==> config.mk <==
export PLATFORM = sky130hd
export DESIGN_NAME = reserved_shared_slot_admission
export DESIGN_NICKNAME = d
export VERILOG_FILES = /design/src/hw/rtl/rssa_pkg.sv /design/src/hw/rtl/rssa_ctrl.sv /design/src/hw/rtl/rssa_dp.sv /design/src/hw/rtl/reserved_shared_slot_admission.sv
export SDC_FILE = /design/constraint.sdc
export NUM_CORES = 1
export LEC_CHECK = 0
export ABC_CLOCK_PERIOD_IN_PS = 9780
export BUFFER_PORTS_ARGS = -buffer_cell sky130_fd_sc_hd__buf_2
export CAP_MARGIN = 10
export CORE_AREA = 2 2 149 151
export DETAILED_ROUTE_END_ITERATION = 12
export DIE_AREA = 0 0 151 153
export PLACE_DENSITY = 0.76
export SLEW_MARGIN = 20
export SYNTH_ARGS = -nofsm -noshare
export SYNTH_HDL_FRONTEND = slang
export SYNTH_HIERARCHICAL = 1
export SYNTH_SLANG_ARGS = --single-unit
export TNS_END_PERCENT = 10
==> constraint.sdc <==
create_clock -name clk -period 9.78 [get_ports clk]
set_clock_uncertainty 0.05 [all_clocks]
set_input_delay 0.978 -clock clk [delete_from_list [all_inputs] [get_ports clk]]
set_output_delay 0.978 -clock clk [all_outputs]
set_load 0.05 [all_outputs]
==> src/hw/rtl/rssa_pkg.sv <==
package rssa_pkg;

  // Field widths fixed by the item format.
  localparam int LANE_W       = 2;
  localparam int CNT_W        = 8;
  localparam int DEN_W        = 16;
  localparam int BUDGET_W     = 10;
  localparam int STATUS_W     = 3;
  localparam int IN_TDATA_W   = 8;
  localparam int OUT_TDATA_W  = 40;

  // Configuration register map.
  localparam int CFG_IDX_W    = 3;
  localparam int RESERVE_REGS = 4;
  localparam logic [CFG_IDX_W-1:0] REG_MAX_SLOTS = 3'd0;
  localparam logic [CFG_IDX_W-1:0] REG_RESERVE0  = 3'd1;
  localparam logic [CFG_IDX_W-1:0] REG_COUNT     = 3'd5;

  // Reset values of the configuration registers.
  localparam logic [CNT_W-1:0] MAX_SLOTS_RST = 8'd8;
  localparam logic [CNT_W-1:0] RESERVE_RST [RESERVE_REGS] = '{8'd1, 8'd1, 8'd1, 8'd0};

  localparam logic [CNT_W-1:0] CNT_MAX = '1;
  localparam logic [DEN_W-1:0] DEN_MAX = '1;

  // Operation codes carried on the input side.
  localparam logic OP_ACQUIRE = 1'b0;
  localparam logic OP_RELEASE = 1'b1;

  typedef enum logic [STATUS_W-1:0] {
    ST_RSV_GRANT   = 3'd0,
    ST_SHR_GRANT   = 3'd1,
    ST_OVER_BUDGET = 3'd2,
    ST_POOL_EMPTY  = 3'd3,
    ST_RELEASED    = 3'd4,
    ST_REL_ERROR   = 3'd5
  } rssa_status_t;

  // Commands from the controller to the datapath.
  typedef struct packed {
    logic load;    // capture the accepted input item
    logic commit;  // decide the held item, update counters, load the result
  } rssa_cmd_t;

endpackage

==> src/hw/rtl/rssa_ctrl.sv <==
module rssa_ctrl
  import rssa_pkg::*;
(
  input  logic      clk,
  input  logic      rst_n,
  input  logic      in_tvalid,
  output logic      in_tready,
  output logic      out_tvalid,
  input  logic      out_tready,
  output rssa_cmd_t cmd
);

  typedef enum logic {
    S_IDLE,
    S_EXEC
  } state_t;

  state_t state_r;
  logic   out_valid_r;

  assign in_tready  = (state_r == S_IDLE);
  assign out_tvalid = out_valid_r;

  always_comb begin
    cmd.load   = in_tvalid && (state_r == S_IDLE);
    // The result register must be free, or be emptied in this cycle.
    cmd.commit = (state_r == S_EXEC) && (!out_valid_r || out_tready);
  end

  always_ff @(posedge clk) begin
    if (!rst_n) begin
      state_r     <= S_IDLE;
      out_valid_r <= 1'b0;
    end else begin
      case (state_r)
        S_IDLE: begin
          if (cmd.load) begin
            state_r <= S_EXEC;
          end
        end
        S_EXEC: begin
          if (cmd.commit) begin
            state_r <= S_IDLE;
          end
        end
        default: begin
          state_r <= S_IDLE;
        end
      endcase

      if (cmd.commit) begin
        out_valid_r <= 1'b1;
      end else if (out_tready) begin
        out_valid_r <= 1'b0;
      end
    end
  end

endmodule

==> src/hw/rtl/rssa_dp.sv <==
module rssa_dp
  import rssa_pkg::*;
#(
  parameter int LANES        = 4,
  parameter int SHARED_SLOTS = 4
) (
  input  logic                   clk,
  input  logic                   rst_n,
  input  rssa_cmd_t              cmd,
  input  logic                   in_op,
  input  logic [LANE_W-1:0]      in_lane,
  input  logic                   cfg_we,
  input  logic [CFG_IDX_W-1:0]   cfg_index,
  input  logic [CNT_W-1:0]       cfg_data,
  output logic [STATUS_W-1:0]    out_status,
  output logic [OUT_TDATA_W-1:0] out_payload
);

  localparam logic [CNT_W-1:0] POOL_RST = CNT_W'(SHARED_SLOTS);

  // Configuration registers.
  logic [CNT_W-1:0] max_slots_r;
  logic [CNT_W-1:0] reserve_r [RESERVE_REGS];

  // Held input item.
  logic              op_r;
  logic [LANE_W-1:0] lane_r;

  // Counters.
  logic [CNT_W-1:0] lane_cnt_r [LANES];
  logic [DEN_W-1:0] den_r      [LANES];
  logic [CNT_W-1:0] total_r;
  logic [CNT_W-1:0] pool_r;

  // Result register.
  logic [STATUS_W-1:0]    status_r;
  logic [OUT_TDATA_W-1:0] payload_r;

  logic                 lane_ok;
  logic [CNT_W-1:0]     lc_sel;
  logic [DEN_W-1:0]     dc_sel;
  logic [CNT_W-1:0]     res;
  logic [BUDGET_W-1:0]  budget;
  logic [CNT_W-1:0]     lc_nxt;
  logic [DEN_W-1:0]     dc_nxt;
  logic [CNT_W-1:0]     total_nxt;
  logic [CNT_W-1:0]     pool_nxt;
  rssa_status_t         status_nxt;
  logic                 deny;
  logic [BUDGET_W-1:0]  diff;
  logic [CNT_W-1:0]     avail;
  logic [CFG_IDX_W-1:0] rsv_idx;

  assign rsv_idx = cfg_index - REG_RESERVE0;

  always_comb begin
    lane_ok = (int'(lane_r) < LANES);
    lc_sel  = '0;
    dc_sel  = '0;
    for (int i = 0; i < LANES; i++) begin
      if (int'(lane_r) == i) begin
        lc_sel = lane_cnt_r[i];
        dc_sel = den_r[i];
      end
    end
    res = lane_ok ? reserve_r[lane_r] : '0;

    // Budget is the larger of max_slots and the sum of existing lanes' reserves.
    budget = '0;
    for (int i = 0; i < RESERVE_REGS; i++) begin
      if (i < LANES) begin
        budget = budget + BUDGET_W'(reserve_r[i]);
      end
    end
    if (BUDGET_W'(max_slots_r) > budget) begin
      budget = BUDGET_W'(max_slots_r);
    end

    lc_nxt     = lc_sel;
    dc_nxt     = dc_sel;
    total_nxt  = total_r;
    pool_nxt   = pool_r;
    deny       = 1'b0;
    status_nxt = ST_OVER_BUDGET;

    if (!lane_ok) begin
      status_nxt = (op_r == OP_RELEASE) ? ST_REL_ERROR : ST_OVER_BUDGET;
    end else if (op_r == OP_ACQUIRE) begin
      if (total_r == CNT_MAX) begin
        status_nxt = ST_OVER_BUDGET;
        deny       = 1'b1;
      end else if (lc_sel < res) begin
        lc_nxt     = lc_sel + 1'b1;
        total_nxt  = total_r + 1'b1;
        status_nxt = ST_RSV_GRANT;
      end else if (BUDGET_W'(total_r) >= budget) begin
        status_nxt = ST_OVER_BUDGET;
        deny       = 1'b1;
      end else if (pool_r != '0) begin
        pool_nxt   = pool_r - 1'b1;
        lc_nxt     = lc_sel + 1'b1;
        total_nxt  = total_r + 1'b1;
        status_nxt = ST_SHR_GRANT;
      end else begin
        status_nxt = ST_POOL_EMPTY;
        deny       = 1'b1;
      end
      if (deny && (dc_sel != DEN_MAX)) begin
        dc_nxt = dc_sel + 1'b1;
      end
    end else begin
      if (lc_sel == '0) begin
        status_nxt = ST_REL_ERROR;
      end else begin
        lc_nxt = lc_sel - 1'b1;
        if (total_r != '0) begin
          total_nxt = total_r - 1'b1;
        end
        // Never refill the pool above its size; this can happen after a
        // reserve was lowered while the lane held slots.
        if ((lc_sel > res) && (pool_r < POOL_RST)) begin
          pool_nxt = pool_r + 1'b1;
        end
        status_nxt = ST_RELEASED;
      end
    end

    diff = (BUDGET_W'(total_nxt) < budget) ? (budget - BUDGET_W'(total_nxt)) : '0;
    avail = (diff > BUDGET_W'(CNT_MAX)) ? CNT_MAX : diff[CNT_W-1:0];
  end

  always_ff @(posedge clk) begin
    if (!rst_n) begin
      max_slots_r <= MAX_SLOTS_RST;
      for (int i = 0; i < RESERVE_REGS; i++) begin
        reserve_r[i] <= RESERVE_RST[i];
      end
      for (int i = 0; i < LANES; i++) begin
        lane_cnt_r[i] <= '0;
        den_r[i]      <= '0;
      end
      total_r <= '0;
      pool_r  <= POOL_RST;
    end else begin
      if (cfg_we) begin
        if (cfg_index == REG_MAX_SLOTS) begin
          max_slots_r <= cfg_data;
        end else if (cfg_index < REG_COUNT) begin
          reserve_r[rsv_idx[LANE_W-1:0]] <= cfg_data;
        end
      end
      if (cmd.commit) begin
        for (int i = 0; i < LANES; i++) begin
          if (int'(lane_r) == i) begin
            lane_cnt_r[i] <= lc_nxt;
            den_r[i]      <= dc_nxt;
          end
        end
        total_r <= total_nxt;
        pool_r  <= pool_nxt;
      end
    end
  end

  always_ff @(posedge clk) begin
    if (cmd.load) begin
      op_r   <= in_op;
      lane_r <= in_lane;
    end
    if (cmd.commit) begin
      status_r  <= status_nxt;
      payload_r <= {(lane_ok ? dc_nxt : {DEN_W{1'b0}}), avail, total_nxt,
                    (lane_ok ? lc_nxt : {CNT_W{1'b0}})};
    end
  end

  assign out_status  = status_r;
  assign out_payload = payload_r;

endmodule

==> src/hw/rtl/reserved_shared_slot_admission.sv <==
// Channel   Direction  Handshake            Payload
// in_       input      in_tvalid/in_tready  tuser: operation, tdata: lane
// out_      output     out_tvalid/out_tready tuser: status, tdata: counters
// cfg_      input      cfg_valid/cfg_ready  cfg_index, cfg_data
//
// Each item is captured in S_IDLE and then decided in S_EXEC, which also
// updates the lane counters; no new item is accepted until it is decided.
// The result sits in an output register; the next item is captured while it
// waits, and only its decision stalls until that register is emptied.
// Reset (rst_n low, synchronous) clears all counters, fills the shared pool
// and restores the configuration registers to their defaults.
module reserved_shared_slot_admission
  import rssa_pkg::*;
#(
  parameter int LANES        = 4,
  parameter int SHARED_SLOTS = 4
) (
  input  logic                   clk,
  input  logic                   rst_n,
  // Input items.
  input  logic                   in_tvalid,
  output logic                   in_tready,
  input  logic                   in_tuser,   // [0] operation (0 acquire, 1 release)
  input  logic [IN_TDATA_W-1:0]  in_tdata,   // [1:0] lane, upper bits zero
  // Result items.
  output logic                   out_tvalid,
  input  logic                   out_tready,
  output logic [STATUS_W-1:0]    out_tuser,  // [2:0] status
  // [7:0] lane_in_use, [15:8] total_in_use, [23:16] available,
  // [39:24] lane_denials
  output logic [OUT_TDATA_W-1:0] out_tdata,
  // Configuration writes.
  input  logic                   cfg_valid,
  output logic                   cfg_ready,
  input  logic [CFG_IDX_W-1:0]   cfg_index,
  input  logic [CNT_W-1:0]       cfg_data
);

  rssa_cmd_t cmd;

  // Register writes are always accepted; cfg_ready is tied high.
  assign cfg_ready = 1'b1;

  // The controller sequences capture, decision and the result handshake.
  rssa_ctrl u_ctrl (
    .clk        (clk),
    .rst_n      (rst_n),
    .in_tvalid  (in_tvalid),
    .in_tready  (in_tready),
    .out_tvalid (out_tvalid),
    .out_tready (out_tready),
    .cmd        (cmd)
  );

  // The datapath holds configuration, per-lane counters, the pool and the
  // result register.
  rssa_dp #(
    .LANES        (LANES),
    .SHARED_SLOTS (SHARED_SLOTS)
  ) u_dp (
    .clk         (clk),
    .rst_n       (rst_n),
    .cmd         (cmd),
    .in_op       (in_tuser),
    .in_lane     (in_tdata[LANE_W-1:0]),
    .cfg_we      (cfg_valid && cfg_ready),
    .cfg_index   (cfg_index),
    .cfg_data    (cfg_data),
    .out_status  (out_tuser),
    .out_payload (out_tdata)
  );

endmodule

==> flow_summary.toml <==
[timing]
drv_slew = 0
post-route-min-period_ns = 9.24
tightest_slew_ns = 1.07
max_freq_mhz = 108
setup_viol = 0
hold_viol = 0
period_share_pct = 94.5
final.setup.tns_ns = 0
slew_headroom_pct = 28.7
whs_ns = 0.466
grt_setup_unrepaired = "no"

[floorplanning]
die_area_sq_um = 23100
core_area_sq_um = 21500
num_io_pins = 71
rows = 54
start_util_pct = 55.1
die_x_microns = 151
die_h_microns = 153

[drt]
via_count = 8193
drc = 0
wl_met1_microns = 11100
wl_microns = 25400
wl_per_cell_microns = 18.0
drtPass1Iterations = 5
viasPerCell = 5.82
first_iter_violations = 651
top_layer_used = "met4"
wl_met3_microns = 1680
wl_met2_microns = 12100
antenna_left = 0

[yosys]
synth_top_area_share_pct = 44.2
synth_fa_ha_area_share_pct = 8.22
synth-edff-count = 174
synth_xor_area_share_pct = 3.75
synth_seq_area_share_pct = 48.9
synthMuxAreaShare_pct = 8.62
synth_top_family_by_area = "simple AND/OR/NAND/NOR gates"
ys.warnings.count = 6
syn-num-nets = 1152
ys_types = 89
synth_compound_area_share_pct = 9.41
async_flop_share_pct = 0
syn_inst = 1061
synth_area_per_cell_sq_um = 11.2
synth_ff_type = "edfxtp_1"
ys_ff_latch = 202
syn-cell-area_sq_um = 11800
synth-simple-area-share_pct = 15.8
synth_area_leader_cell = "edfxtp_1"
synth_area_leaders = "edfxtp_1, mux4_2, ha_1"

[critical_path]
slowest_delay_ns = 0.66
r2r_end = "u_dp/out_payload[18]"
path_class = "reg2reg"
reg2reg_setup_slack_ns = 0.54
worstPathArrival_ns = 9.46
path_max_fanout = 8
cp-end-kind = "flop"
startpoint_type = "flop"
reg2reg_from = "u_dp/reserve_r[3][1]"
crit_top_cell = "inv_1"
r2r_cells = 38
cp.required_ns = 9.99
slowest_stage = "or4b_2"

[finish]
drive_above_1_share_pct = 16.6
layout_common_cells = "edfxtp_1, nor2_1, inv_1"
fillCellCount = 1640
nets = 1202
multiInputGateArea_sq_um = 5460
area_growth_pct = 12.1
antenna_cells = 0
mostFrequentLayoutCell = "edfxtp_1"
seq_area_sq_um = 5790

[cts]
cts.sinks = 202
clock_latency_ns = 0.52
postCtsHoldBufs = 0
cts_buffer_depth = 3
clock-root-buffer = "clkbuf_16"
numCtsBuffers = 23
htreeDepth = 1
tritoncts = "done"
clk_pin_slew_ns = 0.06

[placement]
place_congestion = 0.852
io_buffers = 63
place.detailed.hpwl_microns = 17500

[power]
p_per_area_nw_per_um2 = 249
p_switching_mw = 1.15
power_leakage_nw = 5.46
power.internal_mw = 2.15
p_clk_share_pct = 28.7
peakVddDrop_uv = 138
p_seq_share_pct = 32.0
p_comb_share_pct = 39.3
switching_share_pct = 34.9

[grt]
grt_pass1_vias = 8010
antenna_found_initial = 0
grt_max_degree = 60
grt_overflow = 0
grt_pass1_wl_microns = 40600
grt_use_total_pct = 22.2

[worst_hold_path]
hold_path_depth = 1
worstHoldPathType = "reg2reg"
hp-start = "u_dp/lane_r[1]"

[status]
status = "completed"

[job]
max_cap_viol_count = 0
[kinds of logic after synthesis]
kind of cell / count (synthesis)
simple gates: 368
flops: 202
buf+inv: 161
compound gates: 152
fa+ha+maj: 67
mux: 61
xor+xnor: 49
other cells: 1
[metal layers]
| layer | vias up | GRT usage (%) |
|---|---|---|
| li1 | 3870 | - |
| met1 | 4008 | 31.7 |
| met2 | 280 | 36.1 |
| met3 | 35 | 3.01 |
| met4 | 0 | 5.83 |
| met5 | - | 0 |
[critical path, delay by kind of cell, from the launching register on]
family                     cells  cell delay (ns)
buffers and inverters          5             0.33
xor gates and xnor gates       2             0.29
AOI/OAI and AO/OA             12             2.68
muxes                          1             0.33
DFF                            1             0.34
and+or+nand+nor               11             2.40
adders and majority gates      7             2.54
[flip-flops by register name, indices dropped and copies added, names as in the netlist, 2 cells and up, named ones only]
| name | cells |
|---|---|
| u_dp/den_r | 64 |
| u_dp/out_payload | 40 |
| u_dp/lane_cnt_r | 32 |
| u_dp/reserve_r | 32 |
| u_dp/max_slots_r | 8 |
| u_dp/pool_r | 8 |
| u_dp/total_r | 8 |
| u_dp/out_status | 3 |
| u_dp/lane_r | 2 |
[worst max path at each step]
stage	endpoint	depth (start not counted)	from	slack, ns
3_5_place_dp	u_dp/out_payload[21]	38	u_dp/reserve_r[3][1]	0.20
3_3_place_gp	u_dp/out_payload[18]	38	u_dp/reserve_r[3][1]	0.35
4_1_cts	u_dp/out_payload[19]	38	u_dp/reserve_r[3][1]	0.19
2_1_floorplan	u_dp/out_payload[19]	39	u_dp/reserve_r[3][1]	0.71
5_1_grt	u_dp/out_payload[23]	39	u_dp/reserve_r[3][1]	0.003
6_report	u_dp/out_payload[18]	38	u_dp/reserve_r[3][1]	0.54
[timing repair]
item                                    in CTS  in global routing
buffers inserted                             0                  1
resized for setup                            0                  5
endpoints found under the setup margin       0                  8
[cell type report]
class                   count  area share (%)
flip-flops and latches    202            43.6
multi-input cells         698            41.2
clock buffers              28            4.56
inverters                 112            3.17
repair buffers             74            3.00
well taps                 280            2.64
clock inverters            14            1.77
[power groups by stage]
stage | sequential, mW | clock [mW] | combinational [mW]
finish | 1.06 | 0.948 | 1.30
global route | 1.07 | 0.996 | 1.43
floorplan | 1.15 | 0 | 0.946
CTS | 1.06 | 0.963 | 1.27
global placement | 1.07 | 0 | 1.23
detailed placement | 1.07 | 0 | 1.26
[synthesized netlist by cell type (21+ instances only)]
master	number
ha_1	48
dfxtp_1	28
xnor2_1	27
and2_1	44
edfxtp_1	174
mux2i_1	22
nor2b_1	25
mux4_2	32
clkbuf_1	34
nand2_1	46
nand3_1	21
nor2_1	142
inv_1	112
o21ai_0	26
a21oi_1	29
[per-stage QoR]
stage                     power [mW]  util, %  area, sq um  worst slack, ns  std cells
after floorplan                 2.09        -        11800            0.705       1061
after global placement          2.30     57.6        12400            0.346       1365
after detailed placement        2.34     57.6        12400            0.196       1365
after CTS                       3.29     61.5        13200            0.195       1407
after global routing            3.49     61.7        13300          0.00262       1408
final                           3.30     61.7        13300            0.536       1408
(Power assumes the default switching activity.)
